===== config.mk =====
export PLATFORM = sky130hd
export DESIGN_NAME = rgl_volume
export DESIGN_NICKNAME = d
export VERILOG_FILES = /design/src/design/rgl_pkg.sv /design/src/design/rgl_volume.sv
export SDC_FILE = /design/constraint.sdc
export NUM_CORES = 2
export LEC_CHECK = 0
export ABC_CLOCK_PERIOD_IN_PS = 10410
export BUFFER_PORTS_ARGS = -buffer_cell sky130_fd_sc_hd__buf_2
export CORE_UTILIZATION = 55
export CTS_BUF_LIST = sky130_fd_sc_hd__clkbuf_16
export DETAILED_ROUTE_END_ITERATION = 6
export GPL_TIMING_DRIVEN = 0
export PLACE_DENSITY = 0.8
export SLEW_MARGIN = 10
export SYNTH_ARGS = -nofsm -noshare
export SYNTH_HDL_FRONTEND = slang
export SYNTH_SLANG_ARGS = --single-unit

===== constraint.sdc =====
create_clock -name i_clk -period 10.41 [get_ports i_clk]
set_clock_uncertainty 0.2 [all_clocks]
set_input_delay 1.041 -clock i_clk [delete_from_list [all_inputs] [get_ports i_clk]]
set_output_delay 1.041 -clock i_clk [all_outputs]
set_load 0.005 [all_outputs]

===== src/design/rgl_pkg.sv =====
// Shared types and constants for the rectilinear grid locator.
package rgl_pkg;

    localparam int MAX_CELLS_DEF = 256;
    localparam int DATA_W        = 32;
    localparam int IDX_W         = 24;
    localparam int VOL_W         = 63;
    localparam int CFG_W         = 9;
    localparam int SLOT_W        = 9;
    localparam int CELL_IN_W     = 8;
    localparam int CFG_ADDR_W    = 2;

    typedef enum logic [1:0] {
        OP_LOAD   = 2'd0,
        OP_LOCATE = 2'd1,
        OP_CELL   = 2'd2,
        OP_NONE   = 2'd3
    } t_op;

    localparam logic [1:0] AXIS_X = 2'd0;
    localparam logic [1:0] AXIS_Y = 2'd1;
    localparam logic [1:0] AXIS_Z = 2'd2;

    localparam logic [CFG_ADDR_W-1:0] REG_CELLS_X = 2'd0;
    localparam logic [CFG_ADDR_W-1:0] REG_CELLS_Y = 2'd1;
    localparam logic [CFG_ADDR_W-1:0] REG_CELLS_Z = 2'd2;

    typedef struct packed {
        logic wr;
        logic loc;
        logic ctr;
    } t_axis_cmd;

    typedef struct packed {
        logic done;
        logic found;
        logic edge_pos;
    } t_axis_stat;

    typedef enum logic [2:0] {
        SC_IDLE,
        SC_FIRST,
        SC_LAST,
        SC_SCAN,
        SC_CELL_A,
        SC_CELL_B,
        SC_DONE
    } t_scan_state;

    typedef enum logic [2:0] {
        V_IDLE,
        V_HI,
        V_LO,
        V_SUM,
        V_DONE
    } t_vol_state;

    typedef enum logic [2:0] {
        T_IDLE,
        T_AXES,
        T_IDX1,
        T_IDX2,
        T_VOL,
        T_PUSH
    } t_top_state;

endpackage


===== src/design/rgl_volume.sv =====
// Cell volume: three products on one shared 32x32 multiplier, then saturation.
module rgl_volume (
    input  logic                          i_clk,
    input  logic                          i_rst_n,
    input  logic                          i_start,
    input  logic [rgl_pkg::DATA_W-1:0]    i_dx,
    input  logic [rgl_pkg::DATA_W-1:0]    i_dy,
    input  logic [rgl_pkg::DATA_W-1:0]    i_dz,
    output logic                          o_done,
    output logic [rgl_pkg::VOL_W-1:0]     o_volume
);

    localparam int PW = 2 * rgl_pkg::DATA_W;

    rgl_pkg::t_vol_state          r_state, n_state;
    logic [PW-1:0]                r_prod;
    logic [PW-1:0]                r_hi;
    logic [rgl_pkg::DATA_W-1:0]   r_lo;
    logic [rgl_pkg::DATA_W-1:0]   r_dz;
    logic [rgl_pkg::VOL_W-1:0]    r_vol;

    logic [rgl_pkg::DATA_W-1:0]   op_a;
    logic [rgl_pkg::DATA_W-1:0]   op_b;
    logic [PW-1:0]                product;
    logic [PW:0]                  sum;
    logic                         start_ok;

    assign start_ok = (r_state == rgl_pkg::V_IDLE) || (r_state == rgl_pkg::V_DONE);

    always_comb begin
        case (r_state)
            rgl_pkg::V_HI: begin
                op_a = r_prod[PW-1:rgl_pkg::DATA_W];
                op_b = r_dz;
            end
            rgl_pkg::V_LO: begin
                op_a = r_prod[rgl_pkg::DATA_W-1:0];
                op_b = r_dz;
            end
            default: begin
                op_a = i_dx;
                op_b = i_dy;
            end
        endcase
    end

    assign product = PW'(op_a) * PW'(op_b);
    assign sum     = {1'b0, r_hi} + (PW + 1)'(r_lo);

    always_comb begin
        n_state = r_state;
        case (r_state)
            rgl_pkg::V_IDLE, rgl_pkg::V_DONE: begin
                if (i_start) begin
                    n_state = rgl_pkg::V_HI;
                end
            end
            rgl_pkg::V_HI:  n_state = rgl_pkg::V_LO;
            rgl_pkg::V_LO:  n_state = rgl_pkg::V_SUM;
            rgl_pkg::V_SUM: n_state = rgl_pkg::V_DONE;
            default:        n_state = rgl_pkg::V_IDLE;
        endcase
    end

    always_ff @(posedge i_clk) begin
        if (!i_rst_n) begin
            r_state <= rgl_pkg::V_IDLE;
        end else begin
            r_state <= n_state;
        end
    end

    always_ff @(posedge i_clk) begin
        if (start_ok && i_start) begin
            r_prod <= product;
            r_dz   <= i_dz;
        end
        case (r_state)
            rgl_pkg::V_HI: r_hi <= product;
            rgl_pkg::V_LO: r_lo <= product[PW-1:rgl_pkg::DATA_W];
            rgl_pkg::V_SUM: begin
                // anything at or above 2^63 clamps to the maximum
                if (|sum[PW:rgl_pkg::VOL_W]) begin
                    r_vol <= '1;
                end else begin
                    r_vol <= sum[rgl_pkg::VOL_W-1:0];
                end
            end
            default: begin
            end
        endcase
    end

    assign o_done   = (r_state == rgl_pkg::V_DONE);
    assign o_volume = r_vol;

endmodule


== Yosys cells after proc, flatten, opt, wreduce, memory -nomap -nowiden ==
Index checks and enable logic that the tools add are counted.

* Register bits: 258
* Bits of input ports: 99
* Output and inout bits: 64

* $add $sub $neg: 1
* Multipliers: 1
* Equal/unequal tests: 5
* Mux-type cells: 4
* Reduce and logical (&&, ||, !) cells: 6

{| class="wikitable"
|+ Operators with widths
! operator !! number
|-
| 64-bit by 32-bit adder with 65-bit output || 1
|-
| 32-bit by 32-bit multiplier with 64-bit output || 1
|-
| 32-bit one-hot mux with 2 select lines || 1
|-
| 32-bit 2-to-1 mux || 1
|-
| 3-bit one-hot mux with 4 select lines || 1
|-
| 3-bit by 2-bit == test with 1-bit output (second input constant) || 2
|-
| 2-bit OR reduction || 3
|-
| 3-bit by 1-bit == test with 1-bit output (second input constant) || 1
|-
| 3-bit == test (second input constant) || 1
|-
| 3-bit logical NOT || 1
|-
| 3-bit 2-to-1 mux || 1
|-
| 2-bit inequality test (second input constant) || 1
|-
| 1-bit logical AND || 1
|-
| 1-bit logical OR || 1
|}

== Longest topological paths before layout ==
* Word-level depth: 4
* Depth in mapped cells: 34
* Mapped depth without buffers: 31

== Worst setup path before layout ==
OpenSTA, ideal clock, no wires.

* Path type: register to register
* Start: register r_state[0]
* End: register r_hi[60] (data pin)
* Arrival: 10.189 ns
* Data required time: 9.964 ns
* Setup slack: -0.225 ns
* Stages on the path, launching flop included: 32
* Path buffers: 4
* Period minus slack after synthesis: 10.635 ns
* Cell sequence: dfxtp_1 nor3b_1 clkbuf_1 clkbuf_1 a221o_1 clkbuf_1 nand2_1 fa_1 inv_1 fa_1 inv_1 fa_1 inv_1 fa_1 fa_1 inv_1 fa_1 fa_1 fa_1 inv_1 ha_1 buf_2 a21oi_1 o21ai_1 a2111oi_0 nor3_1 a21oi_2 o41ai_2 a221o_1 a31oi_2 o22ai_2 o311ai_0

* Word-level cells in the longest chain between the ends: 4

{| class="wikitable"
|+ RTL lines
! item !! RTL line !! RTL
|-
| start, declared || rgl_volume.sv:15 || <nowiki>rgl_pkg::t_vol_state r_state, n_state;</nowiki>
|-
| start signal, assigned || rgl_volume.sv:67 || <nowiki>r_state <= rgl_pkg::V_IDLE;</nowiki>
|-
| start signal, assigned || rgl_volume.sv:69 || <nowiki>r_state <= n_state;</nowiki>
|-
| 3-bit by 2-bit == test with 1-bit output or 3-bit by 1-bit == test with 1-bit output (tied branches) || rgl_volume.sv:31 || <nowiki>case (r_state)</nowiki>
|-
| 2-bit OR reduction (no source line) || -- ||
|-
| 32-bit 2-to-1 mux || rgl_volume.sv:31 ||
|-
| 32-bit by 32-bit multiplier with 64-bit output * || rgl_volume.sv:47 || <nowiki>assign product = PW'(op_a) * PW'(op_b);</nowiki>
|-
| named net product[60] || rgl_volume.sv:24 || <nowiki>logic [PW-1:0] product;</nowiki>
|-
| end signal, assigned || rgl_volume.sv:79 || <nowiki>rgl_pkg::V_HI: r_hi <= product;</nowiki>
|-
| end, declared || rgl_volume.sv:17 || <nowiki>logic [PW-1:0] r_hi;</nowiki>
|}

The timed path passes the listed nets; every way through them passes the cells marked *.
A chain may end at the register's enable or synchronous reset.

== Worst setup path after layout ==
* Start: register r_state[1]
* End: register r_hi[39] (data pin)

Same word-level chain as after synthesis.

==> flow_summary.yaml <==
status:
  status: "complete, but fails checks"
  violations: "DRC, setup timing"
sta:
  final-setup-viol-count: 7
  slew_headroom_pct: 8.756
  report.final.slew_viol_count: 0
  fin_crit_sh_pct: 100.8
  fin_crit_ns: 10.49
  rsz0062_at_grt: "true"
  timing.fmax_mhz: 95.30
  tightest_slew_ns: 1.359
  worst_slack_ns: -0.08332
  finalHoldViolCount: 0
  holdWs_ns: 0.3219
  setup_tns_ns: -0.2340
setup_path:
  path_buf_inv: 7
  cp.required_ns: 10.42
  crit_top_cell: "fa_1"
  start_kind: "flip-flop"
  worst-setup-path-type: "flip-flop to flip-flop"
  end_kind: "flip-flop"
  cpMaxStageDelayCell: "xnor2_1"
  max_stage_delay_ns: 1.05
  critPathTopFamily: "adder cells"
  arrival_ns: 10.50
  worstPathMaxFanout: 10
global_route:
  overflow: 0
  grt_max_degree: 49
  grt_pass1_vias: 36391
  grt_pass1_wl_mm: 251.6
  antenna_found_initial: 10
  track_usage_pct: 45.65
yosys:
  yosysWarnings: 0
  yosysUniqueCellTypes: 73
  yosysSeqAreaShare_pct: 17.79
  synth_area_per_cell_um2: 9.722
  synth_edf_count: 255
  synth_ff_type: "edfxtp_1"
  synth.net_count: 5754
  synthArstFlopShare_pct: 0
  ys_ff_latch: 258
  synth_area_leader_cell: "fa_1"
  synthTopCellsByArea: "fa_1, edfxtp_1, ha_1"
  synth_cells: 4463
  synth.top_cell.area_share_pct: 41.39
  netlist_area_mm2: 0.04339
cells_and_area:
  final_cell_mix: "fa_1, inv_1, nor2_1, nand2_1, ha_1"
  final_common_cell: "fa_1"
  area_growth_pct: 12.24
  finalCoreUtilization_pct: 62.66
  nNetsFinal: 6002
  fin_cells: 5785
  final_layout_size_suffix_gt1_share_pct: 12.91
run:
  maxCapViolCount: 0
clock_network:
  htreeDepth: 1
  cts_num_sinks: 258
  clockBufferDepth: 3
  numCtsBuffers: 28
  clkLatencyLatePin_ns: 0.63
  cts-root-buf: "clkbuf_16"
  clkSlewWorstSetupHoldPaths_ns: 0.07
  tritoncts: "done"
detailed_routing:
  dr.pass1.iters: 7
  wl_per_cell_um: 30.67
  drt_iter0_markers: 4068
  postRouteWirelength_mm: 177.4
  drt-vias-per-instance: 6.124
  antenna_left: 0
  drc_errors: 1
  dr_total_vias: 35428
placed_design:
  hpwl_mm: 143.8
  dp.cells: 5709
  port_buffers: 162
  gp_congestion: 1.074
die:
  coreArea_mm2: 0.07772
  die_x_um: 282.9
  ios: 163
  die_y_um: 282.9
  dieArea_mm2: 0.08002
  rows: 102
  start_util_pct: 55.83
worst_hold_path:
  hold_path_class: "flip-flop to flip-flop"
path summary, 6_finish.rpt:
check	from	end	slack (ns)	cells after the start
max	r_state[1]	r_hi[39]	-0.08	27
min	r_state[2]	r_state[1]	0.32	1
max reg2reg	r_state[1]	r_hi[39]	-0.08	27
min reg2reg	r_state[2]	r_state[1]	0.32	1
cell type report:
class | count | area (µm²)
clock buffers | 28 | 700.7
multi-input cells | 3108 | 32550
repair buffers | 234 | 1534
well taps | 1040 | 1301
plain buffers | 196 | 1325
diodes | 12 | 30.03
clock inverters | 24 | 215.2
fillers | 6413 | 29020
inverters | 885 | 3322
flip-flops and latches | 258 | 7724
cell usage after synthesis, drive strengths merged, types with 2 or more instances:
master	n
a2111oi	3
a211o	2
a211oi	9
a21boi	4
a21o	60
a21oi	103
a221o	34
a221oi	34
a311oi	2
a31o	2
a31oi	12
a41oi	2
and2	34
and3	24
and4	3
buf	21
clkbuf	191
dfxtp	3
edfxtp	255
fa	897
ha	295
inv	885
mux2	32
mux2i	33
nand2	532
nand2b	14
nand3	27
nand3b	2
nand4	21
nor2	655
nor2b	16
nor3	15
nor3b	5
nor4	5
nor4b	2
o211a	2
o211ai	3
o21a	10
o21ai	66
o21bai	16
o31ai	2
o41ai	3
or3	2
xnor2	66
xor2	49
worst reg2reg max path, stage by stage, from the launching register on:
cell,delay [ns]
dfxtp_4,0.40
nor3b_4,0.35
nor2_4,0.11
clkbuf_2,0.25
and2_1,0.26
a221oi_4,0.56
buf_6,0.25
clkbuf_2,0.31
nor2_1,0.13
fa_1,0.56
fa_1,0.44
fa_1,0.56
fa_1,0.44
fa_1,0.42
fa_1,0.50
fa_1,0.66
inv_1,0.10
fa_1,0.49
inv_1,0.04
ha_1,0.26
clkbuf_1,0.40
nand3_1,0.27
nor4_1,0.41
a21oi_2,0.09
buf_4,0.19
nand2_1,0.23
a21oi_1,0.13
xnor2_1,1.05
sequential cells by signal, summed over array words and instances, names as in the netlist:
signal,cells
r_state,3
r_hi,64
o_volume,63
r_lo,32
r_prod,64
r_dz,32
through the flow:
step | instance area [µm²] | worst slack, ns
floorplan | 43390 | 0.6839
global placement | 45500 | -3.461
detailed placement | 46200 | -2.490
CTS | 48230 | 0.0005755
global route | 48670 | -0.02076
finish | 48700 | -0.08332
routing by layer:
layer	GRT usage [%]	part of all wire, %
met1	58.11	35
met2	65.68	41
met3	14.37	14
met4	33.58	9.6
met5	0	0.016
kinds of logic (layout without fill, tap and decap cells):
kind of cell,count (synthesis),after routing,synth area share [%]
other cells,0,12,0
xor+xnor,115,115,2.321
simple gates,1363,1363,12.79
flops,258,258,17.79
buf+inv,1097,1367,9.527
fa+ha+maj,1192,1192,49.89
mux,65,65,1.621
compound gates,373,373,6.067
repair_timing:
item	4_1_cts	5_1_grt
hold buffers	0	0
pin swaps	5	8
setup endpoints to repair	112	84
setup buffers	14	14
resized for setup	330	146
Power is not shown: default switching activity piles up to over one toggle a cycle in this logic, so the estimate is an artifact.
